--- config.mk ---
export PLATFORM = sky130hd
export DESIGN_NAME = goertzel_tone_detector
export DESIGN_NICKNAME = d
export VERILOG_FILES = /design/src/hdl/gtd_pkg.sv /design/src/hdl/gtd_serial_mul.sv /design/src/hdl/goertzel_tone_detector.sv
export SDC_FILE = /design/constraint.sdc
export NUM_CORES = 2
export LEC_CHECK = 0
export BUFFER_PORTS_ARGS = -buffer_cell sky130_fd_sc_hd__buf_2
export CAP_MARGIN = 10
export CORE_MARGIN = 4
export CORE_UTILIZATION = 40
export DETAILED_ROUTE_END_ITERATION = 16
export PLACE_DENSITY = 0.63
export SETUP_SLACK_MARGIN = 0.2
export SLEW_MARGIN = 20
export SYNTH_ARGS = -nofsm -noshare
export SYNTH_HDL_FRONTEND = slang
export SYNTH_SLANG_ARGS = --single-unit
--- constraint.sdc ---
create_clock -name clk -period 8.4 [get_ports clk]
set_input_delay 2.52 -clock clk [delete_from_list [all_inputs] [get_ports clk]]
set_output_delay 2.52 -clock clk [all_outputs]
set_load 0.02 [all_outputs]
--- src/hdl/gtd_pkg.sv ---
`timescale 1ns / 1ps

package gtd_pkg;

	localparam int SAMPLE_WIDTH        = 16;
	localparam int STATE_WIDTH         = 48;
	localparam int COEFF_FRACTION_BITS = 14;
	localparam int COEFF_WIDTH         = 16;
	localparam int MAG_WIDTH           = 64;

	// APB map: one 32-bit register per word
	localparam int APB_DATA_WIDTH = 32;
	localparam int APB_ADDR_WIDTH = 3;
	localparam logic [APB_ADDR_WIDTH-3:0] REG_TONE_COEFF = '0;

	typedef struct packed {
		logic signed [SAMPLE_WIDTH-1:0] sample;
		logic                           block_end;
	} sample_item_t;

	typedef struct packed {
		logic [MAG_WIDTH-1:0] magnitude_squared;
		logic                 saturated;
	} result_item_t;

	typedef struct packed {
		logic start;
		logic short_len;
	} mul_cmd_t;

	typedef struct packed {
		logic done;
	} mul_stat_t;

endpackage

--- src/hdl/gtd_serial_mul.sv ---
`timescale 1ns / 1ps

// Signed shift-add multiplier, one multiplier bit per cycle, LSB first.
// The partial product shifts right through hi_q/lo_q; the sign bit of the
// multiplier subtracts on the last step.
module gtd_serial_mul #(
	parameter int MW = gtd_pkg::STATE_WIDTH + gtd_pkg::COEFF_WIDTH,
	parameter int BW = gtd_pkg::STATE_WIDTH
) (
	input  logic                    clk,
	input  logic                    arst_n,
	input  gtd_pkg::mul_cmd_t       cmd,
	input  logic signed [MW-1:0]    mcand,
	input  logic        [BW-1:0]    mplier,
	output gtd_pkg::mul_stat_t      stat,
	output logic signed [MW+BW-1:0] product
);

	localparam int CW    = gtd_pkg::COEFF_WIDTH;
	localparam int CNT_W = $clog2(BW);

	logic             busy_q;
	logic             done_q;
	logic             short_q;
	logic [CNT_W-1:0] cnt_q;
	logic [MW-1:0]    a_q;
	logic [MW:0]      hi_q;
	logic [BW-1:0]    lo_q;

	logic [MW:0] a_ext;
	logic [MW:0] addend;
	logic [MW:0] sum;

	always_comb begin
		a_ext = {a_q[MW-1], a_q};
		if (!lo_q[0]) begin
			addend = '0;
		end else if (cnt_q == '0) begin
			addend = -a_ext;
		end else begin
			addend = a_ext;
		end
		sum = hi_q + addend;
	end

	always_ff @(posedge clk or negedge arst_n) begin
		if (!arst_n) begin
			busy_q <= 1'b0;
			done_q <= 1'b0;
		end else begin
			done_q <= 1'b0;
			if (cmd.start) begin
				busy_q <= 1'b1;
			end else if (busy_q && cnt_q == '0) begin
				busy_q <= 1'b0;
				done_q <= 1'b1;
			end
		end
	end

	always_ff @(posedge clk) begin
		if (cmd.start) begin
			a_q     <= mcand;
			hi_q    <= '0;
			lo_q    <= mplier;
			short_q <= cmd.short_len;
			cnt_q   <= cmd.short_len ? CNT_W'(CW - 1) : CNT_W'(BW - 1);
		end else if (busy_q) begin
			hi_q  <= {sum[MW], sum[MW:1]};
			lo_q  <= {sum[0], lo_q[BW-1:1]};
			cnt_q <= cnt_q - 1'b1;
		end
	end

	assign stat.done = done_q;

	// short run: only the top CW bits of lo_q hold product bits
	assign product = short_q ?
		{{(BW-CW-1){hi_q[MW]}}, hi_q, lo_q[BW-1 -: CW]} :
		{hi_q[MW-1:0], lo_q};

endmodule

--- src/hdl/goertzel_tone_detector.sv ---
`timescale 1ns / 1ps

// Goertzel tone detector.
// Sample channel: sample_valid/sample_ready carry one signed sample per item,
// with block_end marking the last sample of a block. Result channel:
// result_valid/result_ready carry the squared magnitude and a saturation flag,
// one item per finished block. The coefficient (2*cos, signed Q2.14 at the
// default fraction) is written over the APB port at address 0; the user must
// write it only while idle, since the block itself does not enforce this.
// Each sample runs c*s1 through a bit-serial multiplier, one coefficient bit a
// cycle, and no new sample is accepted until that recurrence is done.
// A block-end sample then runs s1*s1, s2*s2, c*s1 and (c*s1)*s2 on the same
// multiplier before the result is loaded into the output register.
// A result waiting in the output register does not stop ordinary samples; only
// a second block end waits until the receiver has taken the first result.
// Reset clears the coefficient, both delay words and the saturation flag, and
// empties the output register.
module goertzel_tone_detector #(
	parameter int STATE_WIDTH         = gtd_pkg::STATE_WIDTH,
	parameter int COEFF_FRACTION_BITS = gtd_pkg::COEFF_FRACTION_BITS
) (
	input  logic                                 clk,
	input  logic                                 arst_n,
	input  logic                                 sample_valid,
	output logic                                 sample_ready,
	input  gtd_pkg::sample_item_t                sample_item,
	output logic                                 result_valid,
	input  logic                                 result_ready,
	output gtd_pkg::result_item_t                result_item,
	input  logic                                 psel,
	input  logic                                 penable,
	input  logic                                 pwrite,
	input  logic [gtd_pkg::APB_ADDR_WIDTH-1:0]   paddr,
	input  logic [gtd_pkg::APB_DATA_WIDTH-1:0]   pwdata,
	output logic [gtd_pkg::APB_DATA_WIDTH-1:0]   prdata,
	output logic                                 pready
);

	localparam int SW  = STATE_WIDTH;
	localparam int CW  = gtd_pkg::COEFF_WIDTH;
	localparam int XW  = gtd_pkg::SAMPLE_WIDTH;
	localparam int MW  = SW + CW;
	localparam int BW  = SW;
	localparam int W   = MW + BW;
	localparam int MAG = gtd_pkg::MAG_WIDTH;
	localparam int AW  = gtd_pkg::APB_ADDR_WIDTH;

	typedef enum logic [3:0] {
		ST_IDLE  = 4'b0001,
		ST_ISSUE = 4'b0010,
		ST_MUL   = 4'b0100,
		ST_EMIT  = 4'b1000
	} state_t;

	typedef enum logic [2:0] {
		OP_REC,
		OP_SQ1,
		OP_SQ2,
		OP_CP,
		OP_CPS
	} op_t;

	state_t state_q;
	op_t    op_q;

	logic signed [CW-1:0] coeff_q;
	logic signed [SW-1:0] d1_q;
	logic signed [SW-1:0] d2_q;
	logic                 ovf_q;
	logic signed [XW-1:0] x_q;
	logic                 end_q;
	logic signed [MW-1:0] p_q;
	logic signed [W-1:0]  mag_q;
	logic                 res_valid_q;
	gtd_pkg::result_item_t res_q;

	gtd_pkg::mul_cmd_t  mul_cmd;
	gtd_pkg::mul_stat_t mul_stat;
	logic signed [MW-1:0] mul_mcand;
	logic        [BW-1:0] mul_mplier;
	logic signed [W-1:0]  mul_product;

	logic signed [MW-1:0]   rec_prod;
	logic signed [MW-1:0]   rec_shift;
	logic signed [MW+1:0]   rec_sum;
	logic [MW+2-SW:0]       rec_top;
	logic                   rec_fits;
	logic signed [SW-1:0]   rec_sat;
	logic signed [W-1:0]    cps_shift;
	logic                   mag_neg;
	logic                   mag_big;
	logic                   cfg_wr;
	logic                   res_load;

	// ---------------------------------------------------------------
	// APB register
	// ---------------------------------------------------------------
	assign pready = 1'b1;
	assign cfg_wr = psel && penable && pwrite && pready
		&& (paddr[AW-1:2] == gtd_pkg::REG_TONE_COEFF);
	assign prdata = (paddr[AW-1:2] == gtd_pkg::REG_TONE_COEFF) ?
		{{(gtd_pkg::APB_DATA_WIDTH-CW){1'b0}}, coeff_q} : '0;

	// ---------------------------------------------------------------
	// Multiplier operand selection
	// ---------------------------------------------------------------
	always_comb begin
		mul_cmd.start     = (state_q == ST_ISSUE);
		mul_cmd.short_len = 1'b0;
		mul_mcand         = {{CW{d1_q[SW-1]}}, d1_q};
		mul_mplier        = d1_q;
		case (op_q)
			OP_REC, OP_CP: begin
				mul_cmd.short_len = 1'b1;
				mul_mplier        = {{(BW-CW){1'b0}}, coeff_q};
			end
			OP_SQ1: begin
				mul_mplier = d1_q;
			end
			OP_SQ2: begin
				mul_mcand  = {{CW{d2_q[SW-1]}}, d2_q};
				mul_mplier = d2_q;
			end
			OP_CPS: begin
				mul_mcand  = p_q;
				mul_mplier = d2_q;
			end
			default: begin
				mul_mplier = d1_q;
			end
		endcase
	end

	gtd_serial_mul #(
		.MW(MW),
		.BW(BW)
	) u_mul (
		.clk    (clk),
		.arst_n (arst_n),
		.cmd    (mul_cmd),
		.mcand  (mul_mcand),
		.mplier (mul_mplier),
		.stat   (mul_stat),
		.product(mul_product)
	);

	// ---------------------------------------------------------------
	// Recurrence tail, saturation and magnitude clamp
	// ---------------------------------------------------------------
	always_comb begin
		rec_prod  = mul_product[MW-1:0];
		rec_shift = rec_prod >>> COEFF_FRACTION_BITS;
		rec_sum   = {{2{rec_shift[MW-1]}}, rec_shift}
			- {{(MW+2-SW){d2_q[SW-1]}}, d2_q}
			+ {{(MW+2-XW){x_q[XW-1]}}, x_q};
		rec_top   = rec_sum[MW+1:SW-1];
		rec_fits  = (&rec_top) || !(|rec_top);
		if (rec_fits) begin
			rec_sat = rec_sum[SW-1:0];
		end else if (rec_sum[MW+1]) begin
			rec_sat = {1'b1, {(SW-1){1'b0}}};
		end else begin
			rec_sat = {1'b0, {(SW-1){1'b1}}};
		end
		cps_shift = mul_product >>> COEFF_FRACTION_BITS;
		mag_neg   = mag_q[W-1];
		mag_big   = |mag_q[W-2:MAG];
	end

	assign sample_ready = (state_q == ST_IDLE);
	assign res_load     = (state_q == ST_EMIT) && (!res_valid_q || result_ready);

	always_ff @(posedge clk or negedge arst_n) begin
		if (!arst_n) begin
			state_q     <= ST_IDLE;
			op_q        <= OP_REC;
			coeff_q     <= '0;
			d1_q        <= '0;
			d2_q        <= '0;
			ovf_q       <= 1'b0;
			res_valid_q <= 1'b0;
		end else begin
			if (cfg_wr) begin
				coeff_q <= pwdata[CW-1:0];
			end
			if (res_valid_q && result_ready && !res_load) begin
				res_valid_q <= 1'b0;
			end
			case (state_q)
				ST_IDLE: begin
					if (sample_valid) begin
						op_q    <= OP_REC;
						state_q <= ST_ISSUE;
					end
				end
				ST_ISSUE: begin
					state_q <= ST_MUL;
				end
				ST_MUL: begin
					if (mul_stat.done) begin
						case (op_q)
							OP_REC: begin
								d2_q  <= d1_q;
								d1_q  <= rec_sat;
								ovf_q <= ovf_q || !rec_fits;
								if (end_q) begin
									op_q    <= OP_SQ1;
									state_q <= ST_ISSUE;
								end else begin
									state_q <= ST_IDLE;
								end
							end
							OP_SQ1: begin
								op_q    <= OP_SQ2;
								state_q <= ST_ISSUE;
							end
							OP_SQ2: begin
								op_q    <= OP_CP;
								state_q <= ST_ISSUE;
							end
							OP_CP: begin
								op_q    <= OP_CPS;
								state_q <= ST_ISSUE;
							end
							OP_CPS: state_q <= ST_EMIT;
							default: state_q <= ST_IDLE;
						endcase
					end
				end
				ST_EMIT: begin
					if (res_load) begin
						res_valid_q <= 1'b1;
						d1_q        <= '0;
						d2_q        <= '0;
						ovf_q       <= 1'b0;
						state_q     <= ST_IDLE;
					end
				end
				default: begin
					state_q <= ST_IDLE;
				end
			endcase
		end
	end

	// payload registers
	always_ff @(posedge clk) begin
		if (sample_valid && sample_ready) begin
			x_q   <= sample_item.sample;
			end_q <= sample_item.block_end;
		end
		if (state_q == ST_MUL && mul_stat.done) begin
			case (op_q)
				OP_SQ1: mag_q <= mul_product;
				OP_SQ2: mag_q <= mag_q + mul_product;
				OP_CP:  p_q   <= mul_product[MW-1:0];
				OP_CPS: mag_q <= mag_q - cps_shift;
				default: p_q  <= p_q;
			endcase
		end
		if (res_load) begin
			if (mag_neg) begin
				res_q.magnitude_squared <= '0;
			end else if (mag_big) begin
				res_q.magnitude_squared <= '1;
			end else begin
				res_q.magnitude_squared <= mag_q[MAG-1:0];
			end
			res_q.saturated <= ovf_q || mag_neg || mag_big;
		end
	end

	assign result_valid = res_valid_q;
	assign result_item  = res_q;

endmodule

### Yosys cells after proc, flatten, opt, wreduce, memory -nomap -nowiden

Index checks and enable logic that the tools add are counted.

* word-level logic and storage cells: 123
* register bits after elaboration: 564

* equal/unequal tests: 14
* reductions and logical operators: 36
* $add $sub $neg: 7
* mux-type cells: 45
* bitwise logic cells: 1

Operators with widths (number)
* $mux 48: 9
* $pmux 112 s3: 1
* $pmux 48 s2: 3
* $mux 65: 2
* $pmux 64 s2: 1
* $add 112x112->112: 1
* $sub 112x98->112: 1
* $mux 111: 1
* $add 65x65->65: 1
* $neg 65->65: 1
* $mux 64: 1
* $add 51x16->52: 1
* $sub 50x48->51: 1
* $reduce_or 47->1: 1
* $reduce_and 19->1: 1
* $reduce_or 19->1: 1
* $mux 6: 3
* $mux 16: 1
* $pmux 4 s4: 1
* $mux 4: 3
* $pmux 3 s4: 1
* $pmux 4 s3: 1
* $mux 1: 11
* $logic_and 1x1->1: 9
* 29 further kinds: 46

### Longest topological paths before layout

* depth in word-level cells: 11
* depth in mapped cells: 36

### Cells and area by module

A second synthesis with hierarchy kept.

* cells, all modules: 5159
* area, all modules: 44275.0 um2

Modules (own cells, without submodules)
* goertzel_tone_detector: area an instance 31026.0 um2, cells each 3748, instances 1, sequential area each 10776.6 um2
* gtd_serial_mul: area an instance 13249.0 um2, cells each 1411, instances 1, sequential area each 4904.7 um2

### Worst setup path before layout

OpenSTA, ideal clock, no wires.

* path type: reg-to-reg
* from: register u_mul.short_q
* to: register mag_q[107] (data pin)
* stages on the path, launching flop included: 37
* library setup time: 0.270 ns
* data arrival time: 7.639 ns
* setup slack: 0.491 ns
* clock period less this slack: 7.909 ns
* buffers on the path: 12
* path through: edfxtp_1 buf_6 buf_6 buf_6 buf_6 buf_6 buf_2 buf_2 buf_2 buf_2 buf_1 clkbuf_1 mux2i_1 ha_1 nand2_2 nor4_4 nand3_4 or4_4 or2_4 nor2_4 nand2_2 nor2_1 xor2_1 a21oi_1 ha_1 clkbuf_1 a21oi_1 o21bai_1 a21oi_1 o211ai_1 a311oi_1 o211a_1 nand4_1 a311oi_1 o21ai_0 xnor2_1 a21oi_1

* longest elaborated chain between the ends: 3
* elaborated cells between the ends (all ways): 4
* those cells by class: add/sub (2); mux (2)

RTL lines
* start, declared: RTL line gtd_serial_mul.sv:24 `logic short_q;`
* start signal, assigned: RTL line gtd_serial_mul.sv:66 `short_q <= cmd.short_len;`
* $mux 111 *: RTL line gtd_serial_mul.sv:78 `assign product = short_q ?`
* $sub 112x98->112 / $add 112x112->112 (equally long branches): RTL line goertzel_tone_detector.sv:257, goertzel_tone_detector.sv:255
* $pmux 112 s3 *: RTL line goertzel_tone_detector.sv:253 `case (op_q)`
* end signal, assigned: RTL line goertzel_tone_detector.sv:254 `OP_SQ1: mag_q <= mul_product;`
* end signal, assigned: RTL line goertzel_tone_detector.sv:255 `OP_SQ2: mag_q <= mag_q + mul_product;`
* end signal, assigned: RTL line goertzel_tone_detector.sv:257 `OP_CPS: mag_q <= mag_q - cps_shift;`
* end, declared: RTL line goertzel_tone_detector.sv:73 `logic signed [W-1:0] mag_q;`

Mark *: on every way between the ends. The rest lies on a longest branch, timed or not.
A chain may end at the register's enable or synchronous reset.

### Final worst setup path

* from: register u_mul.short_q
* to: register mag_q[106] (data pin)

The elaborated chain is that of the path after synthesis.

==> impl_metrics.tcl <==
set metrics [dict create \
    run_status "finished, final reports clean" \
    tritoncts.num_buffers 70 \
    io_buf_count 123 \
    largest_net_degree_at_the_start_of_global_routing 188 \
    total_of_cells_resized_after_clock_tree_synthesis 0 \
    worst_setup_hold_path_clk_slew_ns 0.06 \
    final_common_cell "nor2_1" \
    setup.worst_path.start_class "flop" \
    initial_utilization_pct 40.44 \
    final_nets 5691 \
    power.density_nw_per_um2 432.2 \
    hold_depth 1 \
    final.period_utilization_pct 92.13 \
    die_area_um2 117800 \
    clockBufferDepth 3 \
    yosysUniqueCellTypes 108 \
    finalMaxSlewViolations 0 \
    flow.area_growth_from_synthesis_pct 10.30 \
    critical-path-max-stage-delay_ns 0.79 \
    globalRouteTotalUtil_pct 28.11 \
    via_count_of_the_first_global_routing_pass 38940 \
    fp.coreArea_um2 111100 \
    buffers_inserted_by_post_cts_timing_repair 0 \
    drt_first_iter_violations 4897 \
    worstPathArrival_ns 8.12 \
    rr_endpoint "mag_q[106]$_DFFE_PP_" \
    max_freq_mhz 129.2 \
    endpoint_type_of_the_worst_setup_path "flop" \
    crit_path_cell_trace "mux2i_1 -> o21ai_1 -> nor4_2 -> nand4_1 -> buf_4 -> or2_1 -> or3_1 -> or3_1 -> a21oi_1 -> a21oi_1 -> ha_1 -> nand3_1 -> nor4_1 -> buf_4 -> nand3_1 -> a2111oi_0 -> buf_4 -> o31ai_1 -> or3_1 -> nand3b_1 -> a31oi_1 -> xor2_1 -> o21ai_1" \
    tritoncts "yes" \
    final_layout_size_suffix_gt1_share_pct 8.992 \
    gp_congestion 0.9689 \
    crit_required_ns 8.78 \
    fp.dieW_um 343.2 \
    critical_path_peak_fanout 11 \
    timing.final.crit_period_ns 7.739 \
    vias_per_cell 5.953 \
    power.total_uw 21430 \
    tightestPinTransition_ns 1.310 \
    ant_nets 0 \
    dieHeight_um 343.2 \
    synth_enable_flop_cells 377 \
    ir_drop_uv 329.9 \
    reg2reg_depth 23 \
    timing.critical_path.slowest_stage_cell "edfxtp_1" \
    synth.avg_cell_area_um2 8.431 \
    holdPathEnd "u_mul.a_q[51]$_DFFE_PP_" \
    wl_per_cell_um 24.64 \
    syn-instance-count 5331 \
    fin_tns_setup_ns 0 \
    postSynth.topFlopCell "edfxtp_1" \
    post_synth_instance_area_um2 44940 \
    routed-via-count 41050 \
    antenna_violations_before_repair 5 \
    min_path_type "reg2reg" \
    insertion_delay_ns 0.67 \
    setup_viol 0 \
    global_route_wire_length_before_repair_mm 250.0 \
    num_io_pins 159 \
    globalRouteOverflowTotal 0 \
    reg2reg_from "u_mul.short_q$_DFFE_PP_" \
    synth-seq-area-share_pct 34.89 \
    drt-pass1-iter-count 6 \
    routed_wire_length_mm 169.9 \
    cts_root_buf "clkbuf_16" \
    max_cap_viol_count 0 \
    report.final.hold_viol_count 0 \
    layout_common_cells "nor2_1 (627), a21oi_1 (588), nand2_1 (531), edfxtp_1 (377), o21ai_0 (295)" \
    floorplan.rows 122 \
    route.detailed.drc 0 \
    grt_setup_unrepaired "false" \
    r2r_setup_slack_ns 0.66 \
    fin_worst_skew_ns 0.03037 \
    maxSlewHeadroom_pct 10.97 \
    min-delay-start "p_q[51]$_DFFE_PP_" \
    synth_warnings 0 \
    yosys_register_bits 564 \
    critPathLaunch "u_mul.short_q$_DFFE_PP_" \
    cts_sinks 564 \
    ctsHoldBuffers 0 \
    ys_async_sr_fraction_pct 21.81 \
    p_leak_uw 0.02071 \
    detailed_place_hpwl_mm 128.7 \
    critical_path_class "reg2reg" \
    cts_max_level 3 \
]
area by class of cell:
type                       instances  area, µm²
inverter                         238      895.9
sequential                       564      15680
fill                           11090      61550
multi-input combinational       4216      27160
tap                             1488       1862
clock buffer                      88       1871
antenna                            2      5.005
timing repair buffer             260       1740
clock inverter                    39      359.1
flip-flops by register name (all words and copies together) (netlist names), 3 cells and up:
signal,flops
u_mul.a_q,64
u_mul.cnt_q,6
mag_q,112
d1_q,48
x_q,16
coeff_q,16
u_mul.lo_q,48
d2_q,48
state_q,4
result_item,65
u_mul.hi_q,64
p_q,64
op_q,3
worst max-delay path: cells and delay by family (launching register included):
family,cells,cell delay [ns]
muxes,1,0.70
adders and majority gates,1,0.45
xor gates and xnor gates,1,0.23
buffers and inverters,3,0.66
and+or+nand+nor,10,3.10
DFF,1,0.79
AOI/OAI and AO/OA,7,1.50
cells by family after synthesis:
family,synth area share (%)
other cells,0.01671
buf+inv,5.042
flops,34.89
compound gates,21.55
fa+ha+maj,8.719
simple gates,19.17
mux,3.458
xor+xnor,7.152
per-layer routing:
| layer | GRT usage [%] | vias to the layer above | routed length (µm) |
|---|---|---|---|
| li1 | - | 19180 | - |
| met1 | 36.46 | 19580 | 68800 |
| met2 | 43.64 | 1818 | 74600 |
| met3 | 4.806 | 465 | 14200 |
| met4 | 17.64 | 0 | 12290 |
| met5 | 0 | - | 0 |
report_power, final:
part	total [µW]	internal [µW]	switching (µW)
Combinational	13600	5060	8550
Sequential	4780	3770	1010
Clock	3030	1690	1340
worst max-delay path by stage:
| stage | endpoint | slack, ns | depth (start not counted) |
|---|---|---|---|
| 2_1_floorplan | mag_q[107]$_DFFE_PP_ | 0.49 | 36 |
| 3_3_place_gp | mag_q[110]$_DFFE_PP_ | 0.91 | 24 |
| 3_5_place_dp | mag_q[111]$_DFFE_PP_ | 0.89 | 24 |
| 4_1_cts | mag_q[111]$_DFFE_PP_ | 0.83 | 24 |
| 5_1_grt | mag_q[106]$_DFFE_PP_ | 0.38 | 25 |
| 6_report | mag_q[106]$_DFFE_PP_ | 0.66 | 23 |
synthesized netlist by cell type, types with 64 or more instances:
| library cell | number | area, µm² |
|---|---|---|
| nor3_1 | 114 | 570.6 |
| nand2_1 | 532 | 1997 |
| nand3_1 | 76 | 380.4 |
| edfxtp_1 | 377 | 11320 |
| nand4_1 | 84 | 525.5 |
| dfrtp_1 | 122 | 3053 |
| and2_1 | 79 | 494.2 |
| inv_1 | 235 | 882.1 |
| ha_1 | 230 | 2878 |
| a21oi_1 | 589 | 2948 |
| xor2_1 | 121 | 1060 |
| xnor2_1 | 246 | 2155 |
| nor2_1 | 630 | 2365 |
| clkbuf_1 | 267 | 1002 |
| mux2i_1 | 109 | 1091 |
| dfxtp_1 | 64 | 1281 |
| a21o_1 | 160 | 1201 |
| a22oi_1 | 110 | 825.8 |
| o21ai_0 | 295 | 1476 |
per-stage QoR:
stage               hold slack [ns]  setup WS (ns)  instances  util, %  instance area [µm²]
floorplan                    0.4678         0.4906       5346        -                45000
finish                       0.5124         0.6607       6895    44.61                49580
detailed placement           0.5019         0.8878       6766    42.60                47340
CTS                          0.5173         0.8278       6893    44.61                49570
global placement             0.5001         0.9144       6764    42.55                47280
global route                 0.5348         0.3779       6893    44.61                49570
Power figures use the tool's default switching activity.
